`config.mk`:
```
export PLATFORM = sky130hd
export DESIGN_NAME = bounding_box_accumulate_and_query
export DESIGN_NICKNAME = d
export VERILOG_FILES = /design/src/rtl/bbaq_pkg.sv /design/src/rtl/bbaq_lane.sv /design/src/rtl/bbaq_merge.sv /design/src/rtl/bounding_box_accumulate_and_query.sv
export SDC_FILE = /design/constraint.sdc
export NUM_CORES = 2
export LEC_CHECK = 0
export BUFFER_PORTS_ARGS = -buffer_cell sky130_fd_sc_hd__buf_4
export CAP_MARGIN = 25
export CORE_MARGIN = 4
export CORE_UTILIZATION = 34
export CTS_CLUSTER_SIZE = 12
export DETAILED_ROUTE_END_ITERATION = 16
export PLACE_DENSITY = 0.61
export SYNTH_ARGS = -nofsm -noshare
export SYNTH_HDL_FRONTEND = slang
export SYNTH_SLANG_ARGS = --single-unit
```
`constraint.sdc`:
```
create_clock -name aclk -period 10.9 [get_ports aclk]
set_input_delay 1.635 -clock aclk [delete_from_list [all_inputs] [get_ports aclk]]
set_output_delay 1.635 -clock aclk [all_outputs]
set_load 0.05 [all_outputs]
```
`src/rtl/bbaq_pkg.sv`:
```
`timescale 1ns / 1ps

package bbaq_pkg;

    localparam int unsigned COORD_W  = 20;
    localparam int unsigned SQ_W     = 2 * COORD_W;
    localparam int unsigned DIST_W   = 42;
    localparam int unsigned MAX_DIMS = 4;

    localparam logic [COORD_W-1:0] COORD_MAX = COORD_W'(1000000);

    typedef enum logic [2:0] {
        OP_CLEAR       = 3'd0,
        OP_LOAD        = 3'd1,
        OP_GROW_POINT  = 3'd2,
        OP_GROW_BOX    = 3'd3,
        OP_CONTAINS    = 3'd4,
        OP_STRICT      = 3'd5,
        OP_OVERLAPS    = 3'd6,
        OP_DISTANCE    = 3'd7
    } op_t;

    typedef struct packed {
        op_t                operation;
        logic [COORD_W-1:0] point_or_low_0;
        logic [COORD_W-1:0] point_or_low_1;
        logic [COORD_W-1:0] point_or_low_2;
        logic [COORD_W-1:0] point_or_low_3;
        logic [COORD_W-1:0] upper_edge_0;
        logic [COORD_W-1:0] upper_edge_1;
        logic [COORD_W-1:0] upper_edge_2;
        logic [COORD_W-1:0] upper_edge_3;
    } in_item_t;

    typedef struct packed {
        logic              test_true;
        logic [DIST_W-1:0] distance_squared;
    } out_item_t;

    // Per-cycle control handed from the top level to every lane.
    typedef struct packed {
        logic accept;
        op_t  op;
        logic load_s1;
        logic load_s2;
    } lane_ctl_t;

    // What one lane found for the query in its second stage.
    typedef struct packed {
        logic            contains_ok;
        logic            strict_ok;
        logic            overlap_ok;
        logic [SQ_W-1:0] gap_sq;
    } lane_res_t;

    function automatic logic [COORD_W-1:0] sat_coord(input logic [COORD_W-1:0] v);
        return (v > COORD_MAX) ? COORD_MAX : v;
    endfunction

    function automatic logic [COORD_W-1:0] pick_low(input in_item_t it,
                                                    input int unsigned idx);
        logic [COORD_W-1:0] r;
        unique case (idx)
            0:       r = it.point_or_low_0;
            1:       r = it.point_or_low_1;
            2:       r = it.point_or_low_2;
            default: r = it.point_or_low_3;
        endcase
        return r;
    endfunction

    function automatic logic [COORD_W-1:0] pick_high(input in_item_t it,
                                                     input int unsigned idx);
        logic [COORD_W-1:0] r;
        unique case (idx)
            0:       r = it.upper_edge_0;
            1:       r = it.upper_edge_1;
            2:       r = it.upper_edge_2;
            default: r = it.upper_edge_3;
        endcase
        return r;
    endfunction

endpackage

```
`src/rtl/bbaq_lane.sv`:
```
`timescale 1ns / 1ps

module bbaq_lane (
    input  logic                        aclk,
    input  logic                        aresetn,
    input  bbaq_pkg::lane_ctl_t         ctl,
    input  logic [bbaq_pkg::COORD_W-1:0] raw_low,
    input  logic [bbaq_pkg::COORD_W-1:0] raw_high,
    output bbaq_pkg::lane_res_t         res
);
    import bbaq_pkg::*;

    logic [COORD_W-1:0] box_low_reg,  box_low_next;
    logic [COORD_W-1:0] box_high_reg, box_high_next;
    logic [COORD_W-1:0] pl, ph;

    logic               contains_now, strict_now, overlap_now;
    logic [COORD_W-1:0] gap_now;

    logic               contains_s1_reg, strict_s1_reg, overlap_s1_reg;
    logic [COORD_W-1:0] gap_s1_reg;
    lane_res_t          res_reg;

    assign pl = sat_coord(raw_low);
    assign ph = sat_coord(raw_high);

    always_comb begin
        box_low_next  = box_low_reg;
        box_high_next = box_high_reg;
        if (ctl.accept) begin
            unique case (ctl.op)
                OP_CLEAR: begin
                    box_low_next  = COORD_MAX;
                    box_high_next = '0;
                end
                OP_LOAD: begin
                    box_low_next  = pl;
                    box_high_next = ph;
                end
                OP_GROW_POINT: begin
                    if (pl < box_low_reg)  box_low_next  = pl;
                    if (pl > box_high_reg) box_high_next = pl;
                end
                OP_GROW_BOX: begin
                    if (pl < box_low_reg)  box_low_next  = pl;
                    if (ph > box_high_reg) box_high_next = ph;
                end
                default: begin
                end
            endcase
        end
    end

    // Queries look at the box as it stood before this item.
    always_comb begin
        contains_now = !(pl < box_low_reg || pl > box_high_reg);
        strict_now   = (box_low_reg < pl) && (pl < box_high_reg);
        overlap_now  = !(box_high_reg < pl || ph < box_low_reg);
        if (pl < box_low_reg) begin
            gap_now = box_low_reg - pl;
        end else if (pl > box_high_reg) begin
            gap_now = pl - box_high_reg;
        end else begin
            gap_now = '0;
        end
    end

    always_ff @(posedge aclk) begin
        if (!aresetn) begin
            box_low_reg  <= COORD_MAX;
            box_high_reg <= '0;
        end else begin
            box_low_reg  <= box_low_next;
            box_high_reg <= box_high_next;
        end
    end

    always_ff @(posedge aclk) begin
        if (ctl.load_s1) begin
            contains_s1_reg <= contains_now;
            strict_s1_reg   <= strict_now;
            overlap_s1_reg  <= overlap_now;
            gap_s1_reg      <= gap_now;
        end
        if (ctl.load_s2) begin
            res_reg.contains_ok <= contains_s1_reg;
            res_reg.strict_ok   <= strict_s1_reg;
            res_reg.overlap_ok  <= overlap_s1_reg;
            res_reg.gap_sq      <= gap_s1_reg * gap_s1_reg;
        end
    end

    assign res = res_reg;

endmodule

```
`src/rtl/bbaq_merge.sv`:
```
`timescale 1ns / 1ps

module bbaq_merge #(
    parameter int unsigned DIMENSIONS = bbaq_pkg::MAX_DIMS
) (
    input  logic                 aclk,
    input  logic                 aresetn,
    input  bbaq_pkg::lane_res_t  res [DIMENSIONS],
    input  bbaq_pkg::op_t        op,
    input  logic                 in_valid,
    output logic                 out_free,
    output logic                 m_valid,
    input  logic                 m_ready,
    output bbaq_pkg::out_item_t  m_item
);
    import bbaq_pkg::*;

    logic              m_valid_reg;
    out_item_t         m_item_reg, m_item_next;
    logic              all_contains, all_strict, all_overlap;
    logic [DIST_W-1:0] dist_sum;

    assign out_free = !m_valid_reg || m_ready;

    always_comb begin
        all_contains = 1'b1;
        all_strict   = 1'b1;
        all_overlap  = 1'b1;
        dist_sum     = '0;
        for (int unsigned d = 0; d < DIMENSIONS; d++) begin
            all_contains = all_contains & res[d].contains_ok;
            all_strict   = all_strict   & res[d].strict_ok;
            all_overlap  = all_overlap  & res[d].overlap_ok;
            dist_sum     = dist_sum + DIST_W'(res[d].gap_sq);
        end
    end

    always_comb begin
        m_item_next.test_true        = 1'b0;
        m_item_next.distance_squared = '0;
        unique case (op)
            OP_CONTAINS: m_item_next.test_true        = all_contains;
            OP_STRICT:   m_item_next.test_true        = all_strict;
            OP_OVERLAPS: m_item_next.test_true        = all_overlap;
            OP_DISTANCE: m_item_next.distance_squared = dist_sum;
            default: begin
            end
        endcase
    end

    always_ff @(posedge aclk) begin
        if (!aresetn) begin
            m_valid_reg <= 1'b0;
        end else if (out_free) begin
            m_valid_reg <= in_valid;
        end
    end

    always_ff @(posedge aclk) begin
        if (out_free && in_valid) begin
            m_item_reg <= m_item_next;
        end
    end

    assign m_valid = m_valid_reg;
    assign m_item  = m_item_reg;

endmodule

```
`src/rtl/bounding_box_accumulate_and_query.sv`:
```
`timescale 1ns / 1ps

// Keeps one axis-aligned box of DIMENSIONS dimensions (one to four) and applies one
// operation per item: clear, load, grow by a point or box, containment and overlap
// tests, and squared distance from a point. Coordinates above 1000000 are saturated.
// Each dimension has its own lane holding its edges, so an item is accepted every
// cycle unless a held-back output has filled the stages; box changes take effect for
// the very next item. Query items give one result each, registered in turn through
// compare and gap, square, and the sum across lanes into the output register;
// set-up items give none. The stages stall when the output is held back.
module bounding_box_accumulate_and_query #(
    parameter int unsigned DIMENSIONS = bbaq_pkg::MAX_DIMS
) (
    input  logic                aclk,
    input  logic                aresetn,
    input  logic                s_valid,
    output logic                s_ready,
    input  bbaq_pkg::in_item_t  s_item,
    output logic                m_valid,
    input  logic                m_ready,
    output bbaq_pkg::out_item_t m_item
);
    import bbaq_pkg::*;

    logic      v1_reg, v2_reg;
    op_t       op1_reg, op2_reg;
    logic      take1, take2, out_free, accept, is_query;
    lane_ctl_t ctl;
    lane_res_t res [DIMENSIONS];

    assign take2   = !v2_reg || out_free;
    assign take1   = !v1_reg || take2;
    assign s_ready = take1;
    assign accept  = s_valid && take1;

    assign is_query = (s_item.operation == OP_CONTAINS) || (s_item.operation == OP_STRICT)
                   || (s_item.operation == OP_OVERLAPS) || (s_item.operation == OP_DISTANCE);

    assign ctl.accept  = accept;
    assign ctl.op      = s_item.operation;
    assign ctl.load_s1 = take1;
    assign ctl.load_s2 = take2;

    for (genvar g = 0; g < DIMENSIONS; g++) begin : g_lane
        bbaq_lane u_lane (
            .aclk     (aclk),
            .aresetn  (aresetn),
            .ctl      (ctl),
            .raw_low  (pick_low(s_item, g)),
            .raw_high (pick_high(s_item, g)),
            .res      (res[g])
        );
    end

    always_ff @(posedge aclk) begin
        if (!aresetn) begin
            v1_reg <= 1'b0;
            v2_reg <= 1'b0;
        end else begin
            if (take1) v1_reg <= accept && is_query;
            if (take2) v2_reg <= v1_reg;
        end
    end

    always_ff @(posedge aclk) begin
        if (take1) op1_reg <= s_item.operation;
        if (take2) op2_reg <= op1_reg;
    end

    bbaq_merge #(
        .DIMENSIONS (DIMENSIONS)
    ) u_merge (
        .aclk     (aclk),
        .aresetn  (aresetn),
        .res      (res),
        .op       (op2_reg),
        .in_valid (v2_reg),
        .out_free (out_free),
        .m_valid  (m_valid),
        .m_ready  (m_ready),
        .m_item   (m_item)
    );

endmodule

```
Yosys cells after proc, flatten, opt, wreduce, memory -nomap -nowiden
Cells that the tools add are included.

operators by class
  bitwise gates (word level) = 9
  multipliers = 4
  $add $sub $neg = 11
  $lt $le $gt $ge = 36
  muxes and demuxes = 37
  reduce and logical (&&, ||, !) cells = 44
  equality and inequality tests = 23

operators with widths
  cell                    number
  $mux W20                28
  $lt A20 B20 Y1          20
  $pmux W20 S4            4
  $pmux W20 S3            4
  $gt A20 B20 Y1          8
  $gt A20 B20 Y1 const B  8
  $mul A20 B20 Y40        4
  $sub A20 B20 Y20        8
  $add A42 B40 Y42        2
  $add A40 B40 Y41        1
  $eq A3 B3 Y1 const B    8
  $ne A2 B1 Y1 const B    12
  $reduce_and A4 Y1       4
  $logic_or A1 B1 Y1      14
  $reduce_and A3 Y1       4
  $logic_not A1 Y1        11
  $and A1 B1 Y1           9
  $logic_and A1 B1 Y1     7
  $eq A3 B2 Y1 const B    2
  $reduce_bool A4 Y1      1
  $eq A3 B1 Y1 const B    1
  $logic_not A3 Y1        1
  $pmux W1 S3             1
  $reduce_bool A3 Y1      1
  $reduce_or A2 Y1        1

word-level totals
  flip-flop bits (word level) = 476
  logic and storage cells = 211
  output and inout bits = 45
  input port bits = 167

Logic depth before layout (Yosys ltp)
  depth after elaboration = 6
  depth in mapped cells = 28

Hierarchy
Synthesis repeated with hierarchy kept, for this count alone.

second synthesis, totals
  cells, all modules = 8,833
  area total of the unflattened synthesis = 81,111.5 um^2

by module, submodules not included
  module                             cells each  instances  area an instance (um^2)  seq. area each (um^2)
  bbaq_lane at g_lane[1].u_lane      2,059       1          18,800.5                 2,752.6
  bbaq_lane at g_lane[0].u_lane      2,026       1          18,731.7                 2,752.6
  bbaq_lane at g_lane[2].u_lane      1,990       1          18,514.0                 2,752.6
  bbaq_lane at g_lane[3].u_lane      2,006       1          18,497.7                 2,752.6
  bbaq_merge                         737         1          6,288.5                  1,311.3
  bounding_box_accumulate_and_query  15          1          279.0                    220.2

Least setup slack after synthesis
Ideal clock, no wire load.

  path kind = reg2reg
  start point = register g_lane[0].u_lane.gap_s1_reg[10]
  end point = register g_lane[0].u_lane.res_reg (netlist bit g_lane[0].u_lane.res[37]), data pin
  setup time = 0.259 ns
  path buffers = 2
  setup slack = 3.906 ns
  arrival time = 6.735 ns
  stages on the path, launching flop included = 25
  period minus slack after synthesis = 6.994 ns
  cells stage by stage = edfxtp_1 clkbuf_1 clkbuf_1 nand2_1 fa_1 inv_1 fa_1 fa_1 fa_1 inv_1 fa_1 inv_1 fa_1 fa_1 ha_1 a21o_1 a21o_1 a21oi_2 or2b_1 o21a_1 a221oi_4 o21bai_2 a221o_1 a21oi_2 xnor2_1

on the way
  word-level cells in the longest chain between the ends = 1

RTL lines
  element                 RTL line         RTL
  start, declared         bbaq_lane.sv:21  logic [COORD_W-1:0] gap_s1_reg;
  start signal, assigned  bbaq_lane.sv:83  gap_s1_reg <= gap_now;
  $mul A20 B20 Y40        bbaq_lane.sv:89  res_reg.gap_sq <= gap_s1_reg * gap_s1_reg;
  end, declared           bbaq_lane.sv:22  lane_res_t res_reg;

No other way between the ends.
A chain may end at the register's enable or synchronous reset.

Worst setup path after layout
  start point = register g_lane[2].u_lane.gap_s1_reg[3]
  end point = register g_lane[2].u_lane.res_reg (netlist bit g_lane[2].u_lane.res[39]), data pin

on the way
  word-level cells in the longest chain between the ends = 1

RTL lines
  element                 RTL line
  start, declared         bbaq_lane.sv:21
  start signal, assigned  bbaq_lane.sv:83
  $mul A20 B20 Y40        bbaq_lane.sv:89
  end, declared           bbaq_lane.sv:22

No other way between the ends.

==> flow_summary_export.csv <==
group,metric,value,unit
critical_path,critPathBufInv,3,
floorplan,die_h,494,um
clock_tree,clk_path_buf_depth,3,
grt,antenna_found_initial,9,
clock_tree,cts_buffers,66,
clock_tree,cts_resized,0,
critical_path,cpLargestDelayFamily,"adder cells",
synth,synthAdderAreaFrac,44.4,%
clock_tree,hold_buffers,0,
job,maxCapViolations,0,
sta,rsz0062_at_grt,"false",
synth,synth_edf_count,309,
synth,synthCells,8808,
drt,drt_wl_total,221000,um
critical_path,end_kind,"flip-flop",
critical_path,path_common_cell,"fa_1",
clock_tree,cts_setup_buffers,0,
synth,synthMuxAreaShare,0.359,%
drt,via_count,60702,
clock_tree,cts_tree,"done",
sta,report.final.slew_viol_count,0,
floorplan,core,0.235,mm^2
critical_path,cpMaxStageDelayCell,"edfxtp_1",
sta,fmax,127,MHz
drt,post_drt_wl_per_cell,18.3,um
synth,synth-async-reset-ratio,0,%
critical_path,worstPathCellList,"nand2_1 -> fa_1 -> inv_1 -> fa_1 -> fa_1 -> fa_1 -> inv_1 -> fa_1 -> inv_1 -> fa_1 -> fa_1 -> ha_1 -> and3_1 -> and3_1 -> o21a_1 -> o21ai_0 -> nor3b_1 -> o21ai_0 -> a41oi_1 -> o21ai_0 -> a21oi_1 -> xnor2_1",
sta,tns,0,ns
synth,synthSimpleGateAreaFrac,13.0,%
cells_and_area,layout_commonest_cell,"inv_1",
run_status,status,"finished clean",
synth,yosysWarningCount,0,
sta,worst_slew_pin_slew,1.04,ns
synth,synth_top_family_by_area,"adder cells",
synth,syn_area_per_cell,9.13,um^2
synth,synth_compound_area_share,12.3,%
critical_path,rr_worst_depth,22,
clock_tree,clock-root-buffer,"clkbuf_16",
critical_path,crit_type,"flip-flop to flip-flop",
grt,grt-ovfl-total,0,
sta,fin_crit_sh,72.2,%
synth,syn_area,0.0804,mm^2
critical_path,rr_startpoint,"g_lane[2].u_lane.gap_s1_reg[3]",
grt,grt_start_max_net_pins,76,
synth,synth_nets,11136,
synth,yosys_most_used_dff,"edfxtp_1",
hold_path,hold_class,"flip-flop to flip-flop",
cells_and_area,final_cell_mix,"inv_1 (1849), fa_1 (1160), ha_1 (1001)",
floorplan,die-width,494,um
sta,skew,0.0477,ns
critical_path,cp.arrival,8.27,ns
cells_and_area,final_nets,11184,
floorplan,initial_utilization,34.2,%
clock_tree,cts.htree.levels,3,
synth,ys_seq_area_share,15.6,%
critical_path,r2r_slack,3.03,ns
synth,ys_types,102,
clock_tree,clk_latency,0.69,ns
sta,slew_headroom,30.6,%
critical_path,slowest_delay,0.99,ns
critical_path,cp_max_fo,22,
cells_and_area,layout-drive-gt1-share,5.95,%
drt,ant_nets,0,
synth,ys_ff_latch,472,
critical_path,r2r_end,"g_lane[2].u_lane.res[39]",
critical_path,worst-path-stages,22,
critical_path,cp-startpoint,"g_lane[2].u_lane.gap_s1_reg[3]",
cells_and_area,areaGrowthSynthToFinish,9.02,%
placement,gp_congestion,0.912,
drt,drtPass1Iterations,8,
floorplan,rows,178,
grt,grtUsageTotal,18.1,%
cells_and_area,largest_register_ffs,168,
critical_path,required,11.30,ns
placement,port_buffers,211,
placement,dp.final_hpwl,184000,um
clock_tree,cts_sinks,472,
drt,viasPerCell,5.03,
synth,synth-xor-area-share,4.10,%
grt,grt_pass1_vias,64381,
sta,hold_violations,0,
sta,min_period,7.87,ns
clock_tree,clk_pin_slew,0.06,ns
drt,drt_iter0_markers,3971,
grt,grt_pass1_wl,352000,um
drt,drc_errors,0,
floorplan,die_area,0.244,mm^2
critical_path,endpoint,"g_lane[2].u_lane.res[39]",
floorplan,ios,212,
sta,setup_viol,0,
critical_path,crit_path_start_kind,"flip-flop",
==> kinds of logic (layout without fill, tap and decap cells) <==
family	count (synthesis)	count (layout)
buffers and inverters	2164	2263
AND/OR/NAND/NOR	2117	2117
flip-flops	472	472
adder cells (fa/ha/maj)	2162	2162
other	2	4
XOR/XNOR	377	377
AO/OA/AOI/OAI	1486	1486
multiplexers	28	28
==> per-stage QoR <==
step | hold WS, ns | std cells | util (%) | cell area, um^2 | setup slack (ns)
after detailed placement | 0.405 | 11934 | 36.3 | 85400 | 3.13
after global placement | 0.406 | 11934 | 36.3 | 85400 | 3.09
after floorplan | 0.400 | 8808 | - | 80400 | 3.91
final | 0.417 | 12059 | 37.3 | 87700 | 3.03
after CTS | 0.418 | 12053 | 37.2 | 87600 | 3.08
after global routing | 0.422 | 12057 | 37.3 | 87700 | 2.60
==> worst reg2reg max path, delay by kind of cell (launching register included) <==
| family | cells | cell delay (ns) |
|---|---|---|
| XOR/XNOR | 1 | 0.08 |
| buffers and inverters | 3 | 0.20 |
| flip-flops | 1 | 0.99 |
| AND/OR/NAND/NOR | 4 | 1.14 |
| AO/OA/AOI/OAI | 6 | 1.35 |
| adder cells (fa/ha/maj) | 8 | 3.88 |
==> Yosys cell counts (all sizes together), types with 46 or more instances <==
master / count / area share, %
nand2b: 87 / 0.68
nand4: 100 / 0.78
nand2: 705 / 3.3
a21o: 207 / 1.9
nor2: 349 / 1.6
fa: 1160 / 29
dfxtp: 163 / 4.1
o31ai: 46 / 0.45
o21bai: 61 / 0.58
and2: 348 / 2.7
a22oi: 51 / 0.48
nand3: 146 / 0.91
clkbuf: 281 / 1.3
xor2: 147 / 1.6
o21ai: 283 / 1.8
ha: 1001 / 16
edfxtp: 309 / 12
inv: 1850 / 8.6
o21a: 58 / 0.54
nor3: 89 / 0.55
xnor2: 230 / 2.5
a21oi: 411 / 2.6
a31oi: 46 / 0.38
and3: 55 / 0.43
nor2b: 99 / 0.78
a211oi: 97 / 1.1
==> final cells by class <==
class | instances | area [um^2]
Clock inverter | 40 | 447
Multi-Input combinational cell | 6172 | 59800
Timing Repair Buffer | 294 | 2240
Clock buffer | 79 | 1790
Sequential cell | 472 | 12500
Inverter | 1850 | 6950
Tap cell | 3150 | 3940
Fill cell | 23655 | 148000
Antenna cell | 2 | 5.00
==> how the worst min path moves through the flow <==
stage / start / end / slack [ns] / cells past startpoint
after CTS: op1_reg[1] / op2_reg[1] / 0.42 / 0
after floorplan: g_lane[0].u_lane.overlap_s1_reg / g_lane[0].u_lane.res[40] / 0.40 / 0
after global placement: op1_reg[1] / op2_reg[1] / 0.41 / 0
after detailed placement: op1_reg[1] / op2_reg[1] / 0.40 / 0
after global routing: g_lane[3].u_lane.overlap_s1_reg / g_lane[3].u_lane.res[40] / 0.42 / 0
final: op1_reg[1] / op2_reg[1] / 0.42 / 0
==> layer usage <==
| metal | share of wire, % | global-route usage, % | vias up | routed length [um] |
|---|---|---|---|---|
| met4 | 3.1 | 5.70 | 10 | 6960 |
| li1 | - | - | 28664 | - |
| met1 | 45 | 24.7 | 30004 | 98900 |
| met2 | 47 | 30.0 | 1687 | 103000 |
| met3 | 5.4 | 2.01 | 337 | 11900 |
| met5 | 0.032 | 0 | - | 70 |
Power is left out: the tool's default activity adds up to more than one toggle a clock period on the data nets, which glitch-free logic cannot reach.
